$ cat config.mk
export PLATFORM = sky130hd
export DESIGN_NAME = pdfb_ctrl
export DESIGN_NICKNAME = d
export VERILOG_FILES = /design/src/design/pdfb_pkg.sv /design/src/design/pdfb_ctrl.sv
export SDC_FILE = /design/constraint.sdc
export NUM_CORES = 1
export LEC_CHECK = 0
export BUFFER_PORTS_ARGS = -buffer_cell sky130_fd_sc_hd__buf_2
export CORE_AREA = 4 4 41 43
export CTS_CLUSTER_DIAMETER = 120
export DETAILED_ROUTE_END_ITERATION = 7
export DIE_AREA = 0 0 45 47
export PLACE_DENSITY = 0.3
export RECOVER_POWER = 25
export SLEW_MARGIN = 20
export SYNTH_ARGS = -nofsm -noshare
export SYNTH_HDL_FRONTEND = slang
export SYNTH_SLANG_ARGS = --single-unit
$ cat constraint.sdc
create_clock -name clk_i -period 0.9 [get_ports clk_i]
set_input_delay 0.045 -clock clk_i [delete_from_list [all_inputs] [get_ports clk_i]]
set_output_delay 0.045 -clock clk_i [all_outputs]
set_load 0.01 [all_outputs]
$ cat src/design/pdfb_pkg.sv
// ----------------------------------------------------------------------------
// Paged display frame buffer package
// Geometry constants, the action codes, controller states and the
// command and status bundles between the controller and the datapath.
// ----------------------------------------------------------------------------
package pdfb_pkg;

  localparam int DISPLAY_WIDTH = 128;
  localparam int PAGE_COUNT    = 8;
  localparam int STORE_SIZE    = DISPLAY_WIDTH * PAGE_COUNT;

  localparam int ADDR_W    = (STORE_SIZE > 1) ? $clog2(STORE_SIZE) : 1;
  localparam int CUR_COL_W = (DISPLAY_WIDTH > 1) ? $clog2(DISPLAY_WIDTH) : 1;
  localparam int CUR_PG_W  = (PAGE_COUNT > 1) ? $clog2(PAGE_COUNT) : 1;

  typedef enum logic [2:0] {
    ACT_WR_BYTE   = 3'd0,
    ACT_RD_BYTE   = 3'd1,
    ACT_WR_PIXEL  = 3'd2,
    ACT_RD_PIXEL  = 3'd3,
    ACT_SET_CUR   = 3'd4,
    ACT_CUR_WRITE = 3'd5,
    ACT_CLEAR     = 3'd6
  } action_e;

  typedef enum logic [1:0] {
    ST_SWEEP,
    ST_IDLE,
    ST_EXEC
  } ctrl_state_e;

  // Commands from the controller to the datapath.
  typedef struct packed {
    logic capture;   // latch the incoming beat and start the store read
    logic execute;   // perform the action and load the result register
    logic sweep;     // zero one store entry and advance the sweep address
  } dp_cmd_t;

  // Status from the datapath to the controller.
  typedef struct packed {
    logic out_free;    // the result register can take a new result
    logic is_clear;    // the latched action is a clear
    logic sweep_last;  // the sweep is at the last store entry
  } dp_sts_t;

  // Store address of a byte at a column and page that are in range.
  function automatic logic [ADDR_W-1:0] cell_addr(input logic [ADDR_W-1:0] col,
                                                  input logic [ADDR_W-1:0] pg);
    cell_addr = pg * ADDR_W'(DISPLAY_WIDTH) + col;
  endfunction

endpackage

$ cat src/design/pdfb_ctrl.sv
// ----------------------------------------------------------------------------
// Paged display frame buffer controller
// Sequences the sweep, the accept of a beat and the execute step.
// ----------------------------------------------------------------------------
module pdfb_ctrl
  import pdfb_pkg::*;
(
  input  logic    clk_i,
  input  logic    rst_ni,
  input  logic    in_valid_i,
  output logic    in_stall_o,
  input  dp_sts_t sts_i,
  output dp_cmd_t cmd_o
);

  ctrl_state_e state_q, state_d;

  always_ff @(posedge clk_i or negedge rst_ni) begin
    if (!rst_ni) begin
      state_q <= ST_SWEEP;
    end else begin
      state_q <= state_d;
    end
  end

  always_comb begin
    state_d    = state_q;
    cmd_o      = '0;
    in_stall_o = 1'b1;
    unique case (state_q)
      ST_SWEEP: begin
        cmd_o.sweep = 1'b1;
        if (sts_i.sweep_last) begin
          state_d = ST_IDLE;
        end
      end
      ST_IDLE: begin
        in_stall_o    = 1'b0;
        cmd_o.capture = in_valid_i;
        if (in_valid_i) begin
          state_d = ST_EXEC;
        end
      end
      ST_EXEC: begin
        // The action commits only once its result has somewhere to go.
        if (sts_i.out_free) begin
          cmd_o.execute = 1'b1;
          state_d       = sts_i.is_clear ? ST_SWEEP : ST_IDLE;
        end
      end
      default: begin
        state_d = ST_SWEEP;
      end
    endcase
  end

endmodule

==> flow_summary.ini, run 1 <==
[outcome]
outcome = finished, violations left
violations = setup timing

[layout]
reg_top3 = state_q (2)
largest_reg_flops = 2
nNetsFinal = 40
regMostFlops = state_q
fin_area_um2 = 313
fillCellCount = 151
drive_gt1_frac = 0.688
register_area_um2 = 50.0
multiInputGateArea_um2 = 92.6
antenna_cells = 0
final_util = 0.240
syn_to_final_growth_pct = 163

[pwr]
p_total_uw = 1100
leakagePower_uw = 0.000155
powerDensity_nw_per_um2 = 3520
max-vdd-ir-drop_v = 0.00109

[drt]
ant_nets = 0
route.detailed.drc = 0
wirelength_um = 423
vias = 164
wl_per_cell_um = 9.00
vias_per_cell = 3.49
drt_iter0_drc = 2
dr.pass1.iters = 2

[placed_design]
io_buffers = 9
place_area_um2 = 199
place_congestion = 0.764

[global_route]
grt_pass1_wl_um = 703
grt_max_degree = 5
antenna_found_initial = 0
first_global_vias = 171
grt-ovfl-total = 0
grt.total_usage = 0.0497

[sta]
rsz0062_at_grt = true
slew_violations = 0
final-hold-violation-count = 0
tns_ps = -769
final.min_clock_period_ps = 1050
setup_violations = 6
setup_slack_ps = -151
fmax_ghz = 0.952
hold_slack_ps = 117
slew_headroom = 0.891
tightest_slew_ps = 163
finalClockSkew_ps = 1.05
min_period_over_period = 1.17

[clock_tree]
clkTransAtPathRegs_ps = 30
cts_root_buf = clkbuf_4
cts_tree = yes
cts_made_buffers = 3
clkSinkCount = 2
clockBufferDepth = 2
cts_htree_levels = 1
clk_latency_ps = 220

[critical_path]
cp.arrival_ps = 1150
required_ps = 1000
crit_fanout = 4
path_class = reg2reg
cp-start-kind = register
cpPeakStageDelay_ps = 400
path_cells = buf_6, and3b_1, o31a_1
cp_slowest_cell = dfrtp_1
cp-end-kind = register

[logic_synthesis]
postSynthAreaPerCell_um2 = 9.14
ys_types = 10
synthMuxAreaShare = 0
synth_cells = 13
syn_nets = 19
synth_area_um2 = 119
ys_seq_area_frac = 0.421
synth_compound_area_frac = 0.116
synth_top_family_by_area = simple AND/OR/NAND/NOR gates
yosysWarnings = 0
synth_fa_ha_area_frac = 0
synth_simple_gate_area_share = 0.463
ys_ff_latch = 2
synth-xor-area-share = 0

[flow_run]
cap_violations = 0

[die]
die-area_um2 = 2120
die_w_um = 45
start_util = 0.0913
die_y_um = 47
rows = 13
num_io_pins = 10
coreArea_um2 = 1300

[hold_path]
hp-class = in2reg
-- cells in the mapped netlist --
| cell | n | area share |
|---|---|---|
| and3b_1 | 2 | 0.15 |
| dfrtp_1 | 2 | 0.42 |
| nand2_1 | 1 | 0.032 |
| nand2b_1 | 1 | 0.053 |
| nor2_1 | 2 | 0.063 |
| nor2b_1 | 1 | 0.053 |
| nor3b_1 | 1 | 0.063 |
| o21ai_0 | 1 | 0.042 |
| o31a_1 | 1 | 0.074 |
| or2_1 | 1 | 0.053 |
-- metrics by stage --
step | std cells | worst slack (ps)
after floorplan | 13 | -57.1
after global placement | 39 | -61.1
after detailed placement | 39 | -50.8
after CTS | 46 | -151
after global routing | 47 | -198
final | 47 | -151
-- routing by layer --
metal,vias to the layer above,share of wire,global-route usage
met5,-,0,0
met4,0,0,0.0526
met3,0,0.095,0.0230
met2,10,0.37,0.0452
met1,69,0.53,0.0724
li1,85,-,-
-- worst paths after layout --
path	slack [ps]	endpoint	start	cells after the start
worst max register to register	-150	state_q[0]$_DFFE_PN0P_	state_q[1]$_DFFE_PN0P_	3
max in group asynchronous	640	state_q[1]$_DFFE_PN0P_	rst_ni	2
worst min-delay path	120	state_q[0]$_DFFE_PN0P_	in_valid_i	3
min in group asynchronous	140	state_q[0]$_DFFE_PN0P_	rst_ni	2
worst max-delay path	-150	state_q[0]$_DFFE_PN0P_	state_q[1]$_DFFE_PN0P_	3
worst min register to register	720	state_q[0]$_DFFE_PN0P_	state_q[0]$_DFFE_PN0P_	2
-- placed cells by master, fill, tap and decap left out --
master / instances
dlygate4sd3_1: 1
and3b_1: 1
dfrtp_1: 2
buf_4: 3
o31a_1: 1
nand2_2: 1
nor2_1: 1
clkbuf_1: 1
and3b_2: 1
nor2_4: 1
nor3b_2: 1
nor2b_1: 1
buf_6: 6
buf_2: 5
nand2b_4: 1
or2_1: 1
clkbuf_4: 3
o21ai_0: 1
-- repair_timing --
item	in CTS	in global routing
hold buffers	1	0
endpoints found under the setup margin	6	6
pin swaps	2	2
resized for setup	6	5
setup buffers	3	1
endpoints found under the hold margin	2	0
gates cloned	0	0
-- cells by family after synthesis --
family / after synthesis
compound gates: 2
flops: 2
simple gates: 9
-- report_power, final --
| part | switching, uW | internal, uW | leakage [uW] | total (uW) |
|---|---|---|---|---|
| sequential | 54.9 | 135 | 0.0000247 | 189 |
| clock | 51.1 | 147 | 0.0000138 | 198 |
| combinational | 253 | 460 | 0.000117 | 713 |
| total | 359 | 742 | 0.000155 | 1100 |
-- area by class of cell --
cell class	count	share of cell area
repair buffers	16	0.412
multi-input cells	11	0.296
flip-flops and latches	2	0.160
clock buffers	3	0.0720
well taps	15	0.0600
-- critical path: cells and delay by family, from the launching register on --
kind,cells,cell delay [ps]
flip-flops,1,400
buffers and inverters,1,140
AND/OR/NAND/NOR,1,150
AO/OA/AOI/OAI,1,240
No activity file was read; power rests on OpenSTA's default activity.
==> run 2, diff against run 1 <==
Clock period 0.9 ns to 1.3 ns, I/O delays scaled along.
==> flow_summary.ini, run 2 (synthesized netlist as in run 1, its figures left out) <==
[outcome]
outcome = finished, final reports clean

[pwr]
leakagePower_uw = 0.000110
switchingPower_uw = 175
sw_frac_of_total = 0.373
internal_power_uw = 293
power_frac_clock = 0.306
powerDensity_nw_per_um2 = 2180
combinationalPowerShare = 0.386
seq_power_share = 0.308
max-vdd-ir-drop_v = 0.000563

[drt]
route.detailed.drc = 0
drt_iter0_drc = 2
ant_nets = 0
wl_per_cell_um = 9.07
vias_per_cell = 3.46
dr.pass1.iters = 2
vias = 142
wirelength_um = 372

[sta]
finalClockSkew_ps = 8.21
slew_headroom = 0.860
slew_violations = 0
tightest_slew_ps = 210
rsz0062_at_grt = false
tns_ps = 0
final-hold-violation-count = 0
final.min_clock_period_ps = 1100
min_period_over_period = 0.849
fmax_ghz = 0.906
setup_violations = 0

[clock_tree]
clkTransAtPathRegs_ps = 40
clk_latency_ps = 230
clockBufferDepth = 2
cts_htree_levels = 1
clkSinkCount = 2
cts_tree = yes
ctsResizeCount = 0
cts_setup_buffers = 0
cts_made_buffers = 3
cts_root_buf = clkbuf_4

[critical_path]
cpPeakStageDelay_ps = 430
required_ps = 1240
crit_fanout = 8
cp-end-kind = output pin
cp-start-kind = register
cp.arrival_ps = 1040
path_class = reg2out
crit_family = flip-flops
cp_slowest_cell = dfrtp_1
r2r-start = state_q[1]$_DFFE_PN0P_
path_cells = and3b_1, buf_2
cp_num_buf_inv = 1
critPathLaunch = state_q[1]$_DFFE_PN0P_

[layout]
drive_gt1_frac = 0.423
layout_common_cells = buf_2 (8), clkbuf_4 (3), nor2_1 (2), and3b_1 (2), dfrtp_1 (2)
final_util = 0.164
largest_reg_flops = 2
fin_area_um2 = 214
antenna_cells = 0
nNetsFinal = 34
regMostFlops = state_q
syn_to_final_growth_pct = 80.0
reg_top3 = state_q (2)
layout_commonest_cell = buf_2

[hold_path]
hp-class = in2reg
hp-start = in_valid_i

[die]
die_y_um = 47
rows = 13
die-area_um2 = 2120
start_util = 0.0913
die_w_um = 45
num_io_pins = 10
coreArea_um2 = 1300

[global_route]
grt_use_met3 = 0.0192
grt.total_usage = 0.0505
met1_usage = 0.0498
grt_max_degree = 9
first_global_vias = 156
grt_use_met2 = 0.0537
busiest_layer = met4
grt-ovfl-total = 0
antenna_found_initial = 0
grt_pass1_wl_um = 662

[placed_design]
place_area_um2 = 183
place_congestion = 0.706
io_buffers = 9

[flow_run]
cap_violations = 0
run 2: worst reg2reg max path, delay by kind of cell, from the launching register on:
kind	cells	cell delay (ps)
and+or+nand+nor	1	210
DFF	1	430
AOI/OAI and AO/OA	1	230
run 2: cell type report:
cell class | instances | area [um^2]
repair buffers | 10 | 53.8
well taps | 15 | 18.8
flip-flops and latches | 2 | 50.0
clock buffers | 3 | 22.5
fillers | 164 | 1090
multi-input cells | 11 | 68.8
run 2: worst paths after layout:
kind,cells past startpoint,end,slack (ps)
worst min-delay path,3,state_q[0]$_DFFE_PN0P_,130
worst max-delay path,2,cmd_o[2],200
worst max register to register,2,state_q[0]$_DFFE_PN0P_,310
worst min register to register,1,state_q[0]$_DFFE_PN0P_,630
max in group asynchronous,2,state_q[1]$_DFFE_PN0P_,1020
min in group asynchronous,2,state_q[0]$_DFFE_PN0P_,140
run 2: power groups by stage:
stage                     sequential, uW  clock (uW)  combinational [uW]
after floorplan                      130           0                 111
after global placement               142           0                 182
after detailed placement             143           0                 182
after CTS                            143         145                 186
after global routing                 154         157                 208
final                                144         143                 180
run 2: repair_timing:
| item | CTS | global route |
|---|---|---|
| endpoints found under the setup margin | 0 | 0 |
| endpoints found under the hold margin | 2 | 0 |
| hold buffers | 1 | 0 |
run 2: stage by stage:
stage,hold slack [ps],std cells,setup WS [ps],power (uW)
floorplan,-231,13,324,241
global placement,-150,37,315,324
detailed placement,-149,37,318,326
CTS,129,41,193,474
global route,139,41,123,520
finish,130,41,196,467
run 2: layer usage:
| layer | wire, um | share of wire |
|---|---|---|
| met1 | 173 | 0.47 |
| met4 | 10 | 0.027 |
| met2 | 146 | 0.39 |
| met5 | 0 | 0 |
| met3 | 40 | 0.11 |
==> run 3, diff against run 2 <==
Settings changed: ABC_AREA set to 1.
Clock period 1.3 ns to 1.1 ns, I/O delays scaled along.
==> flow_summary.ini, run 3 <==
[sta]
tns_ps = 0
final-hold-violation-count = 0
hold_slack_ps = 121
rsz0062_at_grt = false
final.min_clock_period_ps = 1040
fmax_ghz = 0.965
tightest_slew_ps = 136
finalClockSkew_ps = 0.447
slew_violations = 0
setup_slack_ps = 64.0
min_period_over_period = 0.942
setup_violations = 0
slew_headroom = 0.908

[logic_synthesis]
synth_enable_flop_cells = 0
ys_ff_latch = 2
synth_cells = 19
async_flop_share = 1.00
synth.area.top_cells = dfrtp_1 (41%), inv_1 (15%), nand2_1 (15%)
yosysTopAreaCellShare = 0.408
syn_nets = 25
synth_simple_gate_area_share = 0.398
postSynthAreaPerCell_um2 = 6.45
synth_fa_ha_area_frac = 0
ys_dominant_reg_cell = dfrtp_1
synth_compound_area_frac = 0.0408
synth-xor-area-share = 0
synthMuxAreaShare = 0
synth_top_family_by_area = simple AND/OR/NAND/NOR gates
synth_area_um2 = 123
ys_types = 8
ys_seq_area_frac = 0.408
synth_largest_area_cell = dfrtp_1
synthTopCellsByCount = inv_1 (5), nand2_1 (5), nand3_1 (3), dfrtp_1 (2)
yosysWarnings = 0

[flow_run]
cap_violations = 0

[critical_path]
cp-end-kind = output pin
crit_family = flip-flops
cp_slowest_cell = dfrtp_2
required_ps = 1040
path_cells = buf_4, nor2_2, buf_2
crit_fanout = 3
path_class = reg2out
cpPeakStageDelay_ps = 400
cp.arrival_ps = 980
cp-start-kind = register
cp_num_buf_inv = 2

[die]
rows = 13
die_y_um = 47
start_util = 0.0942
die_w_um = 45
num_io_pins = 10
die-area_um2 = 2120
coreArea_um2 = 1300

[global_route]
grt.total_usage = 0.0434
grt_max_degree = 6
grt-ovfl-total = 0
first_global_vias = 149
grt_pass1_wl_um = 572
antenna_found_initial = 0

[placed_design]
dpl_worst_slack_ps = 239
dp.cells = 43
io_buffers = 9
hpwlAfterDp_um = 286
place_congestion = 0.611

[pwr]
powerDensity_nw_per_um2 = 2560
max-vdd-ir-drop_v = 0.000720
leakagePower_uw = 0.000129

[clock_tree]
clkTransAtPathRegs_ps = 30
cts_made_buffers = 3
clkSinkCount = 2
clk_latency_ps = 220
cts_tree = yes
cts_root_buf = clkbuf_4
cts_htree_levels = 1
clockBufferDepth = 2

[hold_path]
hp-class = in2reg

[layout]
largest_reg_flops = 2
antenna_cells = 0
syn_to_final_growth_pct = 85.7
regMostFlops = state_q
layout_common_cells = buf_2 (8), nand2_1 (5), inv_1 (4)
nNetsFinal = 41
stdcell_count = 48
drive_gt1_frac = 0.485
reg_top3 = state_q (2)
layout_commonest_cell = buf_2

[drt]
vias = 158
drt_iter0_drc = 3
wirelength_um = 384
dr.pass1.iters = 4
route.detailed.drc = 0
ant_nets = 0
vias_per_cell = 3.29
wl_per_cell_um = 8.00

[outcome]
outcome = finished, final reports clean
==> run 3: cell families (layout without fill, tap and decap cells) <==
| logic type | count (synthesis) | after routing |
|---|---|---|
| AO/OA/AOI/OAI | 1 | 1 |
| AND/OR/NAND/NOR | 11 | 11 |
| flip-flops | 2 | 2 |
| buffers and inverters | 5 | 19 |
==> run 3: timing repair <==
item,4_1_cts,5_1_grt
hold buffers,1,0
buffers inserted,0,1
endpoints found under the hold margin,2,0
pin swaps,0,0
endpoints found under the setup margin,2,2
gates resized for setup,1,2
==> run 3: cell type report <==
type / count / area, um^2
fill: 161 / 1070
timing repair buffer: 11 / 61.3
multi-input combinational: 12 / 53.8
sequential: 2 / 52.6
clock buffer: 3 / 22.5
inverter: 5 / 18.8
tap: 15 / 18.8
==> run 3: final timing paths <==
kind	start	endpoint	slack [ps]	depth (start not counted)
worst max-delay path	state_q[1]$_DFFE_PN0P_	cmd_o[0]	60	3
worst min-delay path	in_valid_i	state_q[0]$_DFFE_PN0P_	120	4
worst max register to register	state_q[1]$_DFFE_PN0P_	state_q[0]$_DFFE_PN0P_	190	6
worst min register to register	state_q[1]$_DFFE_PN0P_	state_q[0]$_DFFE_PN0P_	550	3
max in group asynchronous	rst_ni	state_q[1]$_DFFE_PN0P_	810	2
min in group asynchronous	rst_ni	state_q[0]$_DFFE_PN0P_	140	2
==> run 3: through the flow <==
step	cell area, um^2	utilization	power [uW]
3_3_place_gp	186	0.143	392
4_1_cts	219	0.168	571
3_5_place_dp	186	0.143	388
2_1_floorplan	123	-	292
5_1_grt	228	0.175	647
6_report	228	0.175	583
==> run 3: where the power goes <==
group	switching, uW	leakage, uW	internal (uW)
clock network	43.1	0.0000138	120
registers	37.2	0.0000228	115
logic	150	0.0000927	118
==> run 3: worst register-to-register path, stage by stage (launching register included) <==
cell and delay, ps:
dfrtp_2 400, buf_4 140, nor2_2 80, nand2_1 60, nand2_1 60, nand2_1 50
nand2_1 50
==> run 3: metal layers <==
| layer | global-route usage | part of all wire | up-vias |
|---|---|---|---|
| met3 | 0.0230 | 0.17 | 0 |
| met5 | 0 | 0 | - |
| li1 | - | - | 85 |
| met4 | 0.0702 | 0 | 0 |
| met2 | 0.0480 | 0.39 | 11 |
| met1 | 0.0455 | 0.43 | 62 |
